<file path="src/hw/rtl/assert_macros.svh">
// ----------------------------------------------------------------------------
// assert_macros
// assertion helpers shared by the rtl modules
// every use expects signals named clk and rst in the enclosing module
// ----------------------------------------------------------------------------
`ifndef ASSERT_MACROS_SVH
`define ASSERT_MACROS_SVH

// same-cycle implication, disabled during reset
`define BVM_ASSERT_IMPL(lbl, ante, cons, msg) \
  lbl: assert property (@(posedge clk) disable iff (rst) (ante) |-> (cons)) \
    else $error(msg);

// next-cycle implication, disabled during reset
`define BVM_ASSERT_NEXT(lbl, ante, cons, msg) \
  lbl: assert property (@(posedge clk) disable iff (rst) (ante) |=> (cons)) \
    else $error(msg);

`endif

</file>
<file path="src/hw/rtl/bvm_pkg.sv">
// ----------------------------------------------------------------------------
// bvm_pkg
// shared widths, register codes, constants and control structs of the
// battery voltage monitor
// ----------------------------------------------------------------------------
package bvm_pkg;

  // adc sample width actually used out of the raw field
  localparam int SAMPLE_BITS = 12;
  localparam int RAW_W       = 12;

  // apb port
  localparam int PADDR_W = 5;
  localparam int PDATA_W = 32;
  localparam int REG_IDX_W = 3;

  localparam logic [REG_IDX_W-1:0] REG_ENABLE = 3'd0;
  localparam logic [REG_IDX_W-1:0] REG_OFFSET = 3'd1;
  localparam logic [REG_IDX_W-1:0] REG_GAIN   = 3'd2;
  localparam logic [REG_IDX_W-1:0] REG_EMPTY  = 3'd3;
  localparam logic [REG_IDX_W-1:0] REG_FULL   = 3'd4;
  localparam logic [REG_IDX_W-1:0] REG_CHARGE = 3'd5;

  // datapath widths
  localparam int OFFSET_W = 12;
  localparam int GAIN_W   = 23;
  localparam int VOLT_W   = 16;
  localparam int MV_W     = 21;   // signed smoothed value
  localparam int OUT_MV_W = 20;
  localparam int PCT_W    = 7;
  localparam int Q10_W    = 19;
  localparam int NUM_W    = 24;
  localparam int DIV_STEPS = 7;
  localparam int STEP_W    = 3;

  localparam logic [MV_W-1:0] MV_MAX = 21'h0F_FFFF;
  localparam logic [MV_W-1:0] MV_MIN = 21'h10_0000;

  // floor(x / 10) = (x * RECIP_10) >> RECIP_SHIFT, exact for x below 2^22
  localparam logic [26:0] RECIP_10    = 27'd107374183;
  localparam int          RECIP_SHIFT = 30;

  localparam int PCT_X2 = 200;
  localparam logic [PCT_W-1:0] PCT_FULL = 7'd100;

  typedef struct packed {
    logic                enable;
    logic [OFFSET_W-1:0] count_offset;
    logic [GAIN_W-1:0]   gain_q16;
    logic [VOLT_W-1:0]   empty_mv;
    logic [VOLT_W-1:0]   full_mv;
    logic [VOLT_W-1:0]   charge_mv;
  } bvm_cfg_t;

  typedef struct packed {
    logic              take;
    logic              conv;
    logic              smooth;
    logic              update;
    logic              prep;
    logic              div_step;
    logic [STEP_W-1:0] div_idx;
    logic              out_load;
  } bvm_cmd_t;

  typedef struct packed {
    logic s_pos;
    logic out_free;
  } bvm_sts_t;

endpackage

</file>
<file path="src/hw/rtl/bvm_if.sv">
// ----------------------------------------------------------------------------
// bvm_if
// valid/ready channels of the battery voltage monitor: samples in, results out
// ----------------------------------------------------------------------------
interface bvm_sample_if;
  logic                     valid;
  logic                     ready;
  logic [bvm_pkg::RAW_W-1:0] raw_sample;

  modport source (output valid, output raw_sample, input ready);
  modport sink (input valid, input raw_sample, output ready);
endinterface

interface bvm_result_if;
  logic                         valid;
  logic                         ready;
  logic [bvm_pkg::OUT_MV_W-1:0] millivolts;
  logic                         percent_valid;
  logic [bvm_pkg::PCT_W-1:0]    percent;
  logic                         charge_valid;
  logic                         charging;

  modport source (
    output valid, output millivolts, output percent_valid, output percent,
    output charge_valid, output charging, input ready
  );
  modport sink (
    input valid, input millivolts, input percent_valid, input percent,
    input charge_valid, input charging, output ready
  );
endinterface

</file>
<file path="src/hw/rtl/bvm_regs.sv">
// ----------------------------------------------------------------------------
// bvm_regs
// apb configuration registers of the battery voltage monitor
// ----------------------------------------------------------------------------
module bvm_regs (
  input  logic                          clk,
  input  logic                          rst,
  input  logic                          psel,
  input  logic                          penable,
  input  logic                          pwrite,
  input  logic [bvm_pkg::PADDR_W-1:0]   paddr,
  input  logic [bvm_pkg::PDATA_W-1:0]   pwdata,
  output logic [bvm_pkg::PDATA_W-1:0]   prdata,
  output logic                          pready,
  output bvm_pkg::bvm_cfg_t             cfg
);

  logic                              wr_en;
  logic [bvm_pkg::REG_IDX_W-1:0]     idx;

  assign pready = 1'b1;
  assign wr_en  = psel && penable && pwrite && pready;
  assign idx    = paddr[bvm_pkg::PADDR_W-1:2];

  always_ff @(posedge clk) begin
    if (rst) begin
      cfg <= '0;
    end else if (wr_en) begin
      case (idx)
        bvm_pkg::REG_ENABLE: cfg.enable       <= pwdata[0];
        bvm_pkg::REG_OFFSET: cfg.count_offset <= pwdata[bvm_pkg::OFFSET_W-1:0];
        bvm_pkg::REG_GAIN:   cfg.gain_q16     <= pwdata[bvm_pkg::GAIN_W-1:0];
        bvm_pkg::REG_EMPTY:  cfg.empty_mv     <= pwdata[bvm_pkg::VOLT_W-1:0];
        bvm_pkg::REG_FULL:   cfg.full_mv      <= pwdata[bvm_pkg::VOLT_W-1:0];
        bvm_pkg::REG_CHARGE: cfg.charge_mv    <= pwdata[bvm_pkg::VOLT_W-1:0];
        default: ;
      endcase
    end
  end

  always_comb begin
    case (idx)
      bvm_pkg::REG_ENABLE: prdata = bvm_pkg::PDATA_W'(cfg.enable);
      bvm_pkg::REG_OFFSET: prdata = bvm_pkg::PDATA_W'(cfg.count_offset);
      bvm_pkg::REG_GAIN:   prdata = bvm_pkg::PDATA_W'(cfg.gain_q16);
      bvm_pkg::REG_EMPTY:  prdata = bvm_pkg::PDATA_W'(cfg.empty_mv);
      bvm_pkg::REG_FULL:   prdata = bvm_pkg::PDATA_W'(cfg.full_mv);
      bvm_pkg::REG_CHARGE: prdata = bvm_pkg::PDATA_W'(cfg.charge_mv);
      default:             prdata = '0;
    endcase
  end

endmodule

</file>
<file path="src/hw/rtl/bvm_ctrl.sv">
// ----------------------------------------------------------------------------
// bvm_ctrl
// sequencer of the battery voltage monitor: walks one sample through
// conversion, smoothing, percent division and the result register
// ----------------------------------------------------------------------------
`include "assert_macros.svh"

module bvm_ctrl (
  input  logic              clk,
  input  logic              rst,
  input  logic              enable,
  input  logic              sample_valid,
  output logic              sample_ready,
  input  bvm_pkg::bvm_sts_t sts,
  output bvm_pkg::bvm_cmd_t cmd
);

  localparam logic [2:0] ST_IDLE = 3'd0;
  localparam logic [2:0] ST_CONV = 3'd1;
  localparam logic [2:0] ST_DIFF = 3'd2;
  localparam logic [2:0] ST_UPD  = 3'd3;
  localparam logic [2:0] ST_PREP = 3'd4;
  localparam logic [2:0] ST_DIV  = 3'd5;
  localparam logic [2:0] ST_DONE = 3'd6;

  localparam logic [bvm_pkg::STEP_W-1:0] DIV_FIRST =
    bvm_pkg::STEP_W'(bvm_pkg::DIV_STEPS - 1);
  localparam logic [bvm_pkg::STEP_W-1:0] DIV_LAST = '0;

  logic [2:0]                   state, state_next;
  logic [bvm_pkg::STEP_W-1:0]   step, step_next;

  assign sample_ready = (state == ST_IDLE);

  always_comb begin
    state_next = state;
    step_next  = step;
    cmd        = '0;
    case (state)
      ST_IDLE: begin
        if (sample_valid) begin
          cmd.take = 1'b1;
          // disabled: item is dropped, smoothed value untouched
          if (enable) state_next = ST_CONV;
        end
      end
      ST_CONV: begin
        cmd.conv   = 1'b1;
        state_next = ST_DIFF;
      end
      ST_DIFF: begin
        cmd.smooth = 1'b1;
        state_next = ST_UPD;
      end
      ST_UPD: begin
        cmd.update = 1'b1;
        state_next = ST_PREP;
      end
      ST_PREP: begin
        if (sts.s_pos) begin
          cmd.prep   = 1'b1;
          step_next  = DIV_FIRST;
          state_next = ST_DIV;
        end else begin
          state_next = ST_IDLE;
        end
      end
      ST_DIV: begin
        cmd.div_step = 1'b1;
        cmd.div_idx  = step;
        if (step == DIV_LAST) state_next = ST_DONE;
        else step_next = step - 1'b1;
      end
      ST_DONE: begin
        if (sts.out_free) begin
          cmd.out_load = 1'b1;
          state_next   = ST_IDLE;
        end
      end
      default: state_next = ST_IDLE;
    endcase
  end

  always_ff @(posedge clk) begin
    if (rst) begin
      state <= ST_IDLE;
      step  <= '0;
    end else begin
      state <= state_next;
      step  <= step_next;
    end
  end

  `BVM_ASSERT_NEXT(a_div_exit, state == ST_DIV && step == DIV_LAST, state == ST_DONE, "divider did not hand over to result stage")
  `BVM_ASSERT_IMPL(a_load_free, cmd.out_load, sts.out_free, "result register overwritten while full")
  `BVM_ASSERT_NEXT(a_nopos_idle, state == ST_PREP && !sts.s_pos, state == ST_IDLE, "result produced for nonpositive voltage")

endmodule

</file>
<file path="src/hw/rtl/bvm_dpath.sv">
// ----------------------------------------------------------------------------
// bvm_dpath
// datapath of the battery voltage monitor: scaling multiply, rounding,
// smoothing by reciprocal multiply, serial percent divider, result register
// ----------------------------------------------------------------------------
`include "assert_macros.svh"

module bvm_dpath (
  input  logic                        clk,
  input  logic                        rst,
  input  bvm_pkg::bvm_cfg_t           cfg,
  input  logic [bvm_pkg::RAW_W-1:0]   raw_sample,
  input  bvm_pkg::bvm_cmd_t           cmd,
  output bvm_pkg::bvm_sts_t           sts,
  bvm_result_if.source                result
);

  // conversion
  logic [bvm_pkg::SAMPLE_BITS-1:0] raw_lo;
  logic signed [13:0]              sum_c;
  logic signed [23:0]              gain_s;
  logic signed [37:0]              prod;
  logic [36:0]                     mag_c;
  logic [36:0]                     rsum_c;
  logic [20:0]                     qc;
  logic [bvm_pkg::MV_W-1:0]        mv_c, mv;

  // smoothing
  logic [bvm_pkg::MV_W-1:0]        smoothed;
  logic [21:0]                     d_c, dmag_c, a_c;
  logic [48:0]                     rp_c;
  logic [bvm_pkg::Q10_W-1:0]       q10;
  logic                            dneg, load_direct;
  logic [bvm_pkg::MV_W-1:0]        step_c;

  // percent
  logic                            pv_c, ge_full_c, le_empty_c;
  logic [bvm_pkg::VOLT_W-1:0]      span_c, sd_c;
  logic                            pv, ge_full, le_empty;
  logic [bvm_pkg::NUM_W-1:0]       rem;
  logic [16:0]                     dvs;
  logic [bvm_pkg::NUM_W-1:0]       dsh_c;
  logic [bvm_pkg::PCT_W-1:0]       quo, pct_c;

  // result register
  logic                            ovld;
  logic [bvm_pkg::OUT_MV_W-1:0]    omv;
  logic                            opv, ocv, ochg;
  logic [bvm_pkg::PCT_W-1:0]       opct;

  // signed offset + unsigned gain, product registered on acceptance
  assign raw_lo = raw_sample[bvm_pkg::SAMPLE_BITS-1:0];
  assign sum_c  = $signed(14'(raw_lo)) +
                  $signed({{2{cfg.count_offset[bvm_pkg::OFFSET_W-1]}}, cfg.count_offset});
  assign gain_s = $signed({1'b0, cfg.gain_q16});

  always_ff @(posedge clk) begin
    if (cmd.take) prod <= sum_c * gain_s;
  end

  // round half away from zero, then saturate to 21-bit signed
  assign mag_c  = prod[37] ? 37'(-prod) : prod[36:0];
  assign rsum_c = mag_c + 37'd32768;
  assign qc     = rsum_c[36:16];

  always_comb begin
    if (!prod[37]) mv_c = qc[20] ? bvm_pkg::MV_MAX : qc;
    else if (qc > 21'd1048576) mv_c = bvm_pkg::MV_MIN;
    else mv_c = ~qc + 21'd1;
  end

  always_ff @(posedge clk) begin
    if (cmd.conv) mv <= mv_c;
  end

  // round((mv - s) / 10) = sign * floor((|mv - s| + 5) / 10)
  assign d_c    = {mv[20], mv} - {smoothed[20], smoothed};
  assign dmag_c = d_c[21] ? (~d_c + 22'd1) : d_c;
  assign a_c    = dmag_c + 22'd5;
  assign rp_c   = 49'(a_c) * 49'(bvm_pkg::RECIP_10);

  always_ff @(posedge clk) begin
    if (cmd.smooth) begin
      q10         <= rp_c[48:bvm_pkg::RECIP_SHIFT];
      dneg        <= d_c[21];
      load_direct <= (smoothed == '0);
    end
  end

  assign step_c = dneg ? (~{2'b00, q10} + 21'd1) : {2'b00, q10};

  always_ff @(posedge clk) begin
    if (rst) smoothed <= '0;
    else if (cmd.update) smoothed <= load_direct ? mv : smoothed + step_c;
  end

  assign sts.s_pos = !smoothed[20] && (smoothed != '0);

  // percent setup, only reached with a positive smoothed value
  assign pv_c       = (cfg.empty_mv != '0) && (cfg.full_mv > cfg.empty_mv);
  assign ge_full_c  = smoothed >= bvm_pkg::MV_W'(cfg.full_mv);
  assign le_empty_c = smoothed <= bvm_pkg::MV_W'(cfg.empty_mv);
  assign span_c     = cfg.full_mv - cfg.empty_mv;
  assign sd_c       = smoothed[bvm_pkg::VOLT_W-1:0] - cfg.empty_mv;

  // quotient floor((200*(s-empty) + span) / (2*span)) stays below 101 when
  // empty < s < full, so seven restoring steps suffice
  assign dsh_c = bvm_pkg::NUM_W'(dvs) << cmd.div_idx;

  always_ff @(posedge clk) begin
    if (cmd.prep) begin
      pv       <= pv_c;
      ge_full  <= ge_full_c;
      le_empty <= le_empty_c;
      rem      <= bvm_pkg::NUM_W'(sd_c) * bvm_pkg::NUM_W'(bvm_pkg::PCT_X2) +
                  bvm_pkg::NUM_W'(span_c);
      dvs      <= {span_c, 1'b0};
      quo      <= '0;
    end else if (cmd.div_step) begin
      if (rem >= dsh_c) begin
        rem          <= rem - dsh_c;
        quo[cmd.div_idx] <= 1'b1;
      end
    end
  end

  always_comb begin
    if (!pv || le_empty) pct_c = '0;
    else if (ge_full) pct_c = bvm_pkg::PCT_FULL;
    else pct_c = quo;
  end

  // result register: a finished item waits here while the next is taken
  always_ff @(posedge clk) begin
    if (rst) ovld <= 1'b0;
    else if (cmd.out_load) ovld <= 1'b1;
    else if (result.ready) ovld <= 1'b0;
  end

  always_ff @(posedge clk) begin
    if (cmd.out_load) begin
      omv  <= smoothed[bvm_pkg::OUT_MV_W-1:0];
      opv  <= pv;
      opct <= pct_c;
      ocv  <= (cfg.charge_mv != '0);
      ochg <= (cfg.charge_mv != '0) && (smoothed >= bvm_pkg::MV_W'(cfg.charge_mv));
    end
  end

  assign sts.out_free = !ovld || result.ready;

  assign result.valid         = ovld;
  assign result.millivolts    = omv;
  assign result.percent_valid = opv;
  assign result.percent       = opct;
  assign result.charge_valid  = ocv;
  assign result.charging      = ochg;

  `BVM_ASSERT_IMPL(a_pct_range, ovld, opct <= bvm_pkg::PCT_FULL, "percent above full scale")
  `BVM_ASSERT_IMPL(a_pct_zero, ovld && !opv, opct == '0, "percent set while invalid")
  `BVM_ASSERT_NEXT(a_s_hold, !cmd.update, $stable(smoothed), "smoothed value moved outside update")

endmodule

</file>
<file path="src/hw/rtl/battery_voltage_monitor_unit.sv">
// flow: an accepted sample passes convert, diff, update, prep, the 7-step
//   percent divider and the result load; one without a result returns to idle
//   from prep, one taken while disabled is dropped; the single shared sequencer
//   takes samples only in idle; a waiting result does not block the next sample
// reset: synchronous, clears registers, smoothed value, sequencer and result valid
// ----------------------------------------------------------------------------
// battery_voltage_monitor_unit
// adc battery gauge: scales raw samples to millivolts, smooths them, and
// reports voltage, state of charge and a charging flag
// ----------------------------------------------------------------------------
module battery_voltage_monitor_unit (
  input  logic                          clk,
  input  logic                          rst,
  // configuration
  input  logic                          psel,
  input  logic                          penable,
  input  logic                          pwrite,
  input  logic [bvm_pkg::PADDR_W-1:0]   paddr,
  input  logic [bvm_pkg::PDATA_W-1:0]   pwdata,
  output logic [bvm_pkg::PDATA_W-1:0]   prdata,
  output logic                          pready,
  // item channels
  bvm_sample_if.sink                    sample,
  bvm_result_if.source                  result
);

  // register map: enable, count_offset, gain_q16, empty_mv, full_mv,
  // charge_mv at word addresses 0..5; writes are expected only while idle
  bvm_pkg::bvm_cfg_t cfg;
  bvm_pkg::bvm_cmd_t cmd;
  bvm_pkg::bvm_sts_t sts;

  bvm_regs u_regs (
    .clk     (clk),
    .rst     (rst),
    .psel    (psel),
    .penable (penable),
    .pwrite  (pwrite),
    .paddr   (paddr),
    .pwdata  (pwdata),
    .prdata  (prdata),
    .pready  (pready),
    .cfg     (cfg)
  );

  // sequencer: idle -> convert -> diff -> update -> prep -> 7 divide steps
  // -> result load; items are taken only in idle
  bvm_ctrl u_ctrl (
    .clk          (clk),
    .rst          (rst),
    .enable       (cfg.enable),
    .sample_valid (sample.valid),
    .sample_ready (sample.ready),
    .sts          (sts),
    .cmd          (cmd)
  );

  // datapath: the scaling product is captured in the accept cycle, so the
  // raw sample is only needed while the item is handed over
  bvm_dpath u_dpath (
    .clk        (clk),
    .rst        (rst),
    .cfg        (cfg),
    .raw_sample (sample.raw_sample),
    .cmd        (cmd),
    .sts        (sts),
    .result     (result)
  );

endmodule
</file>
<file path="src/flat_wrapper.sv">
// flat-port wrapper written by rule: the top's interface ports become plain ports
module battery_voltage_monitor_unit_flat 
  (clk, rst, psel, penable, pwrite, paddr, pwdata, prdata, pready, sample_valid, sample_raw_sample, sample_ready, result_valid, result_millivolts, result_percent_valid, result_percent, result_charge_valid, result_charging, result_ready);
  bvm_sample_if sample_i ();
  bvm_result_if result_i ();
  input  logic clk;
  input  logic rst;
  input  logic psel;
  input  logic penable;
  input  logic pwrite;
  input  logic [bvm_pkg::PADDR_W-1:0] paddr;
  input  logic [bvm_pkg::PDATA_W-1:0] pwdata;
  output logic [bvm_pkg::PDATA_W-1:0] prdata;
  output logic pready;
  input wire logic [$bits(sample_i.valid)-1:0] sample_valid;
  input wire logic [$bits(sample_i.raw_sample)-1:0] sample_raw_sample;
  output wire logic [$bits(sample_i.ready)-1:0] sample_ready;
  output wire logic [$bits(result_i.valid)-1:0] result_valid;
  output wire logic [$bits(result_i.millivolts)-1:0] result_millivolts;
  output wire logic [$bits(result_i.percent_valid)-1:0] result_percent_valid;
  output wire logic [$bits(result_i.percent)-1:0] result_percent;
  output wire logic [$bits(result_i.charge_valid)-1:0] result_charge_valid;
  output wire logic [$bits(result_i.charging)-1:0] result_charging;
  input wire logic [$bits(result_i.ready)-1:0] result_ready;
  assign sample_i.valid = sample_valid;
  assign sample_i.raw_sample = sample_raw_sample;
  assign sample_ready = sample_i.ready;
  assign result_valid = result_i.valid;
  assign result_millivolts = result_i.millivolts;
  assign result_percent_valid = result_i.percent_valid;
  assign result_percent = result_i.percent;
  assign result_charge_valid = result_i.charge_valid;
  assign result_charging = result_i.charging;
  assign result_i.ready = result_ready;
  battery_voltage_monitor_unit u_core (.clk(clk), .rst(rst), .psel(psel), .penable(penable), .pwrite(pwrite), .paddr(paddr), .pwdata(pwdata), .prdata(prdata), .pready(pready), .sample(sample_i), .result(result_i));
endmodule
</file>
<file path="config.mk">
export PLATFORM = sky130hd
export DESIGN_NAME = battery_voltage_monitor_unit_flat
export DESIGN_NICKNAME = d
export VERILOG_FILES = /design/src/hw/rtl/bvm_pkg.sv /design/src/hw/rtl/bvm_if.sv /design/src/hw/rtl/bvm_regs.sv /design/src/hw/rtl/bvm_ctrl.sv /design/src/hw/rtl/bvm_dpath.sv /design/src/hw/rtl/battery_voltage_monitor_unit.sv /design/src/flat_wrapper.sv
export VERILOG_INCLUDE_DIRS = /design/src /design/src/hw/rtl
export SDC_FILE = /design/constraint.sdc
export NUM_CORES = 2
export LEC_CHECK = 0
export BUFFER_PORTS_ARGS = -buffer_cell sky130_fd_sc_hd__buf_2
export CORE_ASPECT_RATIO = 0.5
export CORE_MARGIN = 8
export CORE_UTILIZATION = 50
export DETAILED_ROUTE_END_ITERATION = 12
export HOLD_SLACK_MARGIN = 0.1
export PLACE_DENSITY = 0.67
export SYNTH_ARGS = -nofsm -noshare
export SYNTH_HDL_FRONTEND = slang
export SYNTH_SLANG_ARGS = --single-unit
</file>
<file path="constraint.sdc">
create_clock -name clk -period 23.1 [get_ports clk]
set_input_delay 4.62 -clock clk [delete_from_list [all_inputs] [get_ports clk]]
set_output_delay 4.62 -clock clk [all_outputs]
set_load 0.02 [all_outputs]
</file>
Word level (Yosys, flattened, before mapping)
Cells that the tools add are included.
- register bits: 272
- bits of input ports: 56
- add/sub/neg operators: 14
- $mul: 3
- order comparisons: 8
- eq/ne operators: 17
- shift-type cells: 1
- multiplexer cells: 35
- bitwise logic cells: 4
- reductions and logical operators: 33
- operators by type and width (operator ; count):
    $pmux 23 s6 ; 1
    $mux 21 ; 4
    $mux 24 ; 3
    $mul 22x27->49 const B ; 1
    $add 21x1->21 const B ; 2
    $ge 21x16->1 ; 2
    $mul 14x24->38 ; 1
    $add 37x16->37 const B ; 1
    $mux 37 ; 1
    $neg 37->37 ; 1
    $reduce_bool 16->1 ; 2
    $sub 16x16->16 ; 2
    $add 24x16->24 ; 1
    $ge 24x24->1 ; 1
    $shl 17x3->24 ; 1
    $sub 24x24->24 ; 1
    $add 22x1->22 const B ; 1
    $add 22x3->22 const B ; 1
    $mux 22 ; 1
    $not 22->22 ; 1
    $sub 21x21->22 ; 1
    $add 21x21->21 ; 1
    $gt 21x21->1 const B ; 1
    $le 21x16->1 ; 1
    other kinds (33) ; 82

Depth between registers and ports, before layout
- word-level depth: 7
- mapped depth: 45
- depth with buffers taken out: 41

Cells and area by module
From an unflattened synthesis, not the netlist that was laid out.
- cells, all modules: 4484
- area, all modules: 40662.7 um^2
- modules (own cells, without submodules) (module ; instances ; cells each ; area an instance (um^2) ; seq. area each (um^2)):
    bvm_dpath ; 1 ; 4027 ; 36032.1 ; 5175.0
    bvm_regs ; 1 ; 399 ; 4165.2 ; 1681.6
    bvm_ctrl ; 1 ; 58 ; 465.4 ; 120.1

Worst setup path before layout
Ideal clock, no wire load.
- path kind: in2reg
- start: input sample_raw_sample[1]
- end: register u_core.u_dpath.prod[36], data pin
- library setup time: 0.259 ns
- data arrival time: 12.511 ns
- required time: 22.841 ns
- slack: 10.330 ns
- stages: 33
- path buffers: 2
- cells stage by stage: ha_1 a21o_1 a21oi_1 o21bai_1 a21oi_1 o21bai_1 a21oi_1 o21bai_1 a2111o_1 a31oi_1 xnor2_1 clkbuf_1 nand2b_1 fa_1 inv_1 fa_1 fa_1 inv_1 fa_1 inv_1 fa_1 fa_1 ha_1 clkbuf_1 nand2_1 o21ai_0 a21oi_1 a2111oi_0 o31a_1 o21ai_0 o21a_1 o21ai_0 xnor2_1
- cells in the longest elaborated chain, start to end: 2
- ends and longest elaborated chain (what ; line ; source):
    start, declared ; flat_wrapper.sv:16 ; input wire logic [$bits(sample_i.raw_sample)-1:0] sample_raw_sample;
    $add 13x12->14 ; bvm_dpath.sv:53 ; assign sum_c = $signed(14'(raw_lo)) +
    $mul 14x24->38 ; bvm_dpath.sv:58 ; if (cmd.take) prod <= sum_c * gain_s;
    end signal, assigned ; bvm_dpath.sv:58 ;
    end, declared ; bvm_dpath.sv:22 ; logic signed [37:0] prod;
No other way between the ends.
A chain may end at the register's enable or synchronous reset.

Final worst setup path
- start: input sample_raw_sample[0]
- end: register u_core.u_dpath.prod[36], data pin
The elaborated chain is that of the path after synthesis.

==> flow_metrics.env <==
export IMPL_arrival_ns=14.61
export IMPL_hold_violations=0
export IMPL_viasPerCell=5.78
export IMPL_drt_wirelength_per_cell_um=20.8
export IMPL_drive_gt1_frac=0.0584
export IMPL_synth_top_family_by_area="adder cells"
export IMPL_synth_area_mux_share=0.0216
export IMPL_drc=0
export IMPL_seqCellArea_um2=6980
export IMPL_start_util=0.501
export IMPL_busiest_layer="met1"
export IMPL_gp_congestion=1.00
export IMPL_cp_required_ns=23.44
export IMPL_htree_levels=1
export IMPL_gr_usage_met3=0.0830
export IMPL_synth_most_common_cell="inv_1"
export IMPL_hold_class="register to register"
export IMPL_p_leak_nw=20.3
export IMPL_worst_path_most_repeated_cell="fa_1"
export IMPL_finClkSkew_ns=0.0353
export IMPL_use_met2=0.322
export IMPL_dr_first_iter_drc_count=3898
export IMPL_hold_worst_slack_ns=0.446
export IMPL_synth_cell_type_count=93
export IMPL_grt_pass1_vias=31618
export IMPL_synthAdderAreaFrac=0.371
export IMPL_core_area_um2=81000
export IMPL_routed_wl_mm=120
export IMPL_dieArea_um2=91100
export IMPL_critPathMaxFanout=23
export IMPL_ir_drop_uv=47.1
export IMPL_outcome="completed"
export IMPL_seq_area_frac_synth=0.172
export IMPL_rows=74
export IMPL_synth_top_area_frac=0.209
export IMPL_synth_commonest_cells="694 x inv_1, 526 x ha_1, 485 x nand2_1, 423 x fa_1, 299 x a21oi_1"
export IMPL_synth_xor_xnor_area_share=0.0529
export IMPL_grt_max_degree=82
export IMPL_slew_headroom=0.171
export IMPL_grt_use_total=0.261
export IMPL_setup_viol=0
export IMPL_multi_input_area_um2=30500
export IMPL_clkLatencyLatePin_ns=0.62
export IMPL_dp_hpwl_mm=98.9
export IMPL_root_buffer="clkbuf_16"
export IMPL_ys_top_cells_by_area="fa_1 21%, ha_1 16%, edfxtp_1 11%"
export IMPL_rsz0062_at_grt="false"
export IMPL_synth_flop_cell="edfxtp_1"
export IMPL_worst_setup_path_start_kind="input pin"
export IMPL_syn_cell_area_um2=40600
export IMPL_fin_crit_sh=0.618
export IMPL_chipHeight_um=217
export IMPL_synth_compound_area_frac=0.145
export IMPL_slowest_delay_ns=0.82
export IMPL_use_met1=0.437
export IMPL_ios=121
export IMPL_ctsResizeCount=0
export IMPL_fillers=7451
export IMPL_cp_slowest_cell="xor2_4"
export IMPL_num_nets_final=5641
export IMPL_grt_overflow=0
export IMPL_postCtsHoldBufs=0
export IMPL_ant_nets=0
export IMPL_end_kind="register"
export IMPL_synth_async_reset_ratio=0
export IMPL_via_count=33292
export IMPL_cts_tree="done"
export IMPL_maxCapViolCount=0
export IMPL_area_delta_synth_final_pct=6.82
export IMPL_port_buffers=99
export IMPL_postCtsSetupBuffers=0
export IMPL_avgSynthCellArea_um2=8.79
export IMPL_pwr_density_cell_nw_per_um2=37.2
export IMPL_slew_viol_final=0
export IMPL_grt_pass1_wl_mm=188
export IMPL_cts_buffers=29
export IMPL_tightestPinTransition_ns=1.24
export IMPL_yosys_area_top_type="fa_1"
export IMPL_fin_crit_ns=14.26
export IMPL_antenna_found_initial=2
export IMPL_clk_pin_slew_ns=0.07
export IMPL_critPathKind="input pin to register"
export IMPL_die_w_um=419
export IMPL_synth_simple_area_share=0.156
export IMPL_ys_ff_latch=272
export IMPL_tns_ns=0
export IMPL_drt_first_pass_iters=5
export IMPL_cts_num_sinks=272
export IMPL_syn_inst=4616
export IMPL_p_total_mw=1.61
export IMPL_yosysWarnings=0
export IMPL_clockBufferDepth=3
export IMPL_synth_edf_count=153
export IMPL_fmax_mhz=70.1
cells by family (layout without fill, tap and decap cells):
group                      count (synthesis)  in the layout
and+or+nand+nor                         1294           1294
adders and majority gates                949            949
AOI/OAI and AO/OA                        902            902
buffers and inverters                    866            901
DFF                                      272            272
xor gates and xnor gates                 245            245
muxes                                     86             86
other                                      2             11
sequential cells by signal, summed over array words and instances (netlist names), 3 cells and up:
name and flops:
u_core.u_dpath.result.millivolts 20, u_core.u_dpath.q10 19, u_core.u_dpath.prod 38, u_core.u_dpath.dvs 16, u_core.u_dpath.quo 7, u_core.u_ctrl.step 3, u_core.u_regs.cfg 84, u_core.u_ctrl.state 3
u_core.u_dpath.result.percent 7, u_core.u_dpath.mv 21, u_core.u_dpath.rem 24, u_core.u_dpath.smoothed 21
critical path: cells and delay by family:
| kind | cells | cell delay (ns) |
|---|---|---|
| simple gates | 1 | 0.17 |
| xor+xnor | 2 | 0.96 |
| buf+inv | 5 | 0.46 |
| fa+ha+maj | 9 | 4.13 |
| compound gates | 18 | 4.22 |
layout by cell type (no fill, tap or decap), drive strengths merged, types with 19 or more instances in the layout:
master  Yosys  routed
and2      150     150
o21a       44      44
dfxtp     119     119
edfxtp    153     153
nor2      216     216
fa        423     423
a211oi     55      55
nand4      38      38
inv       694     706
a221oi     19      19
o211ai     22      22
nand2b     58      58
clkbuf    145      35
o21bai     27      27
o31ai      24      24
a21o       70      70
a21oi     299     299
and3       29      29
nor3       78      78
nor4       43      43
xor2       79      79
nor2b      40      40
nand2     485     485
nand3      58      58
mux2i      81      81
or3        33      33
a31oi      25      25
buf        25     151
xnor2     166     166
ha        526     526
o21ai     141     141
per-layer routing:
metal  share of wire  routed length, µm  up-vias
li1                -                  -    15686
met1            0.51              61000    16098
met2            0.35              42300     1409
met3            0.13              15200       99
met4           0.011               1360        0
met5               0                  0        -
final timing paths:
kind                              start                       to  slack, ns  cells past startpoint
max                sample_raw_sample[0]  u_core.u_dpath.prod[36]       8.84                     35
min               u_core.u_dpath.quo[0]    u_core.u_dpath.quo[0]       0.45                      2
max reg2reg  u_core.u_dpath.smoothed[6]   u_core.u_dpath.q10[18]       9.89                     40
min reg2reg       u_core.u_dpath.quo[0]    u_core.u_dpath.quo[0]       0.45                      2
cell type report:
cell class	instances	share of cell area
antenna	1	0.0000577
clock buffer	35	0.0185
clock inverter	19	0.00447
inverter	696	0.0602
multi-input combinational	3486	0.704
sequential	272	0.161
tap	1102	0.0318
timing repair buffer	151	0.0205
power by group:
part           internal (mW)  switching, mW  leakage (nW)
registers              0.527        0.00830          2.40
clock network          0.276          0.234         0.494
logic                  0.223          0.344          17.4
stage by stage:
stage / setup slack, ns / cells / util / cell area [µm²]
after floorplan: 10.33 / 4624 / - / 40600
after global placement: 8.48 / 5707 / 0.523 / 42400
after detailed placement: 8.31 / 5707 / 0.523 / 42400
after CTS: 8.90 / 5761 / 0.535 / 43400
after global routing: 8.35 / 5761 / 0.535 / 43400
final: 8.84 / 5762 / 0.535 / 43400
(Power assumes the default switching activity.)
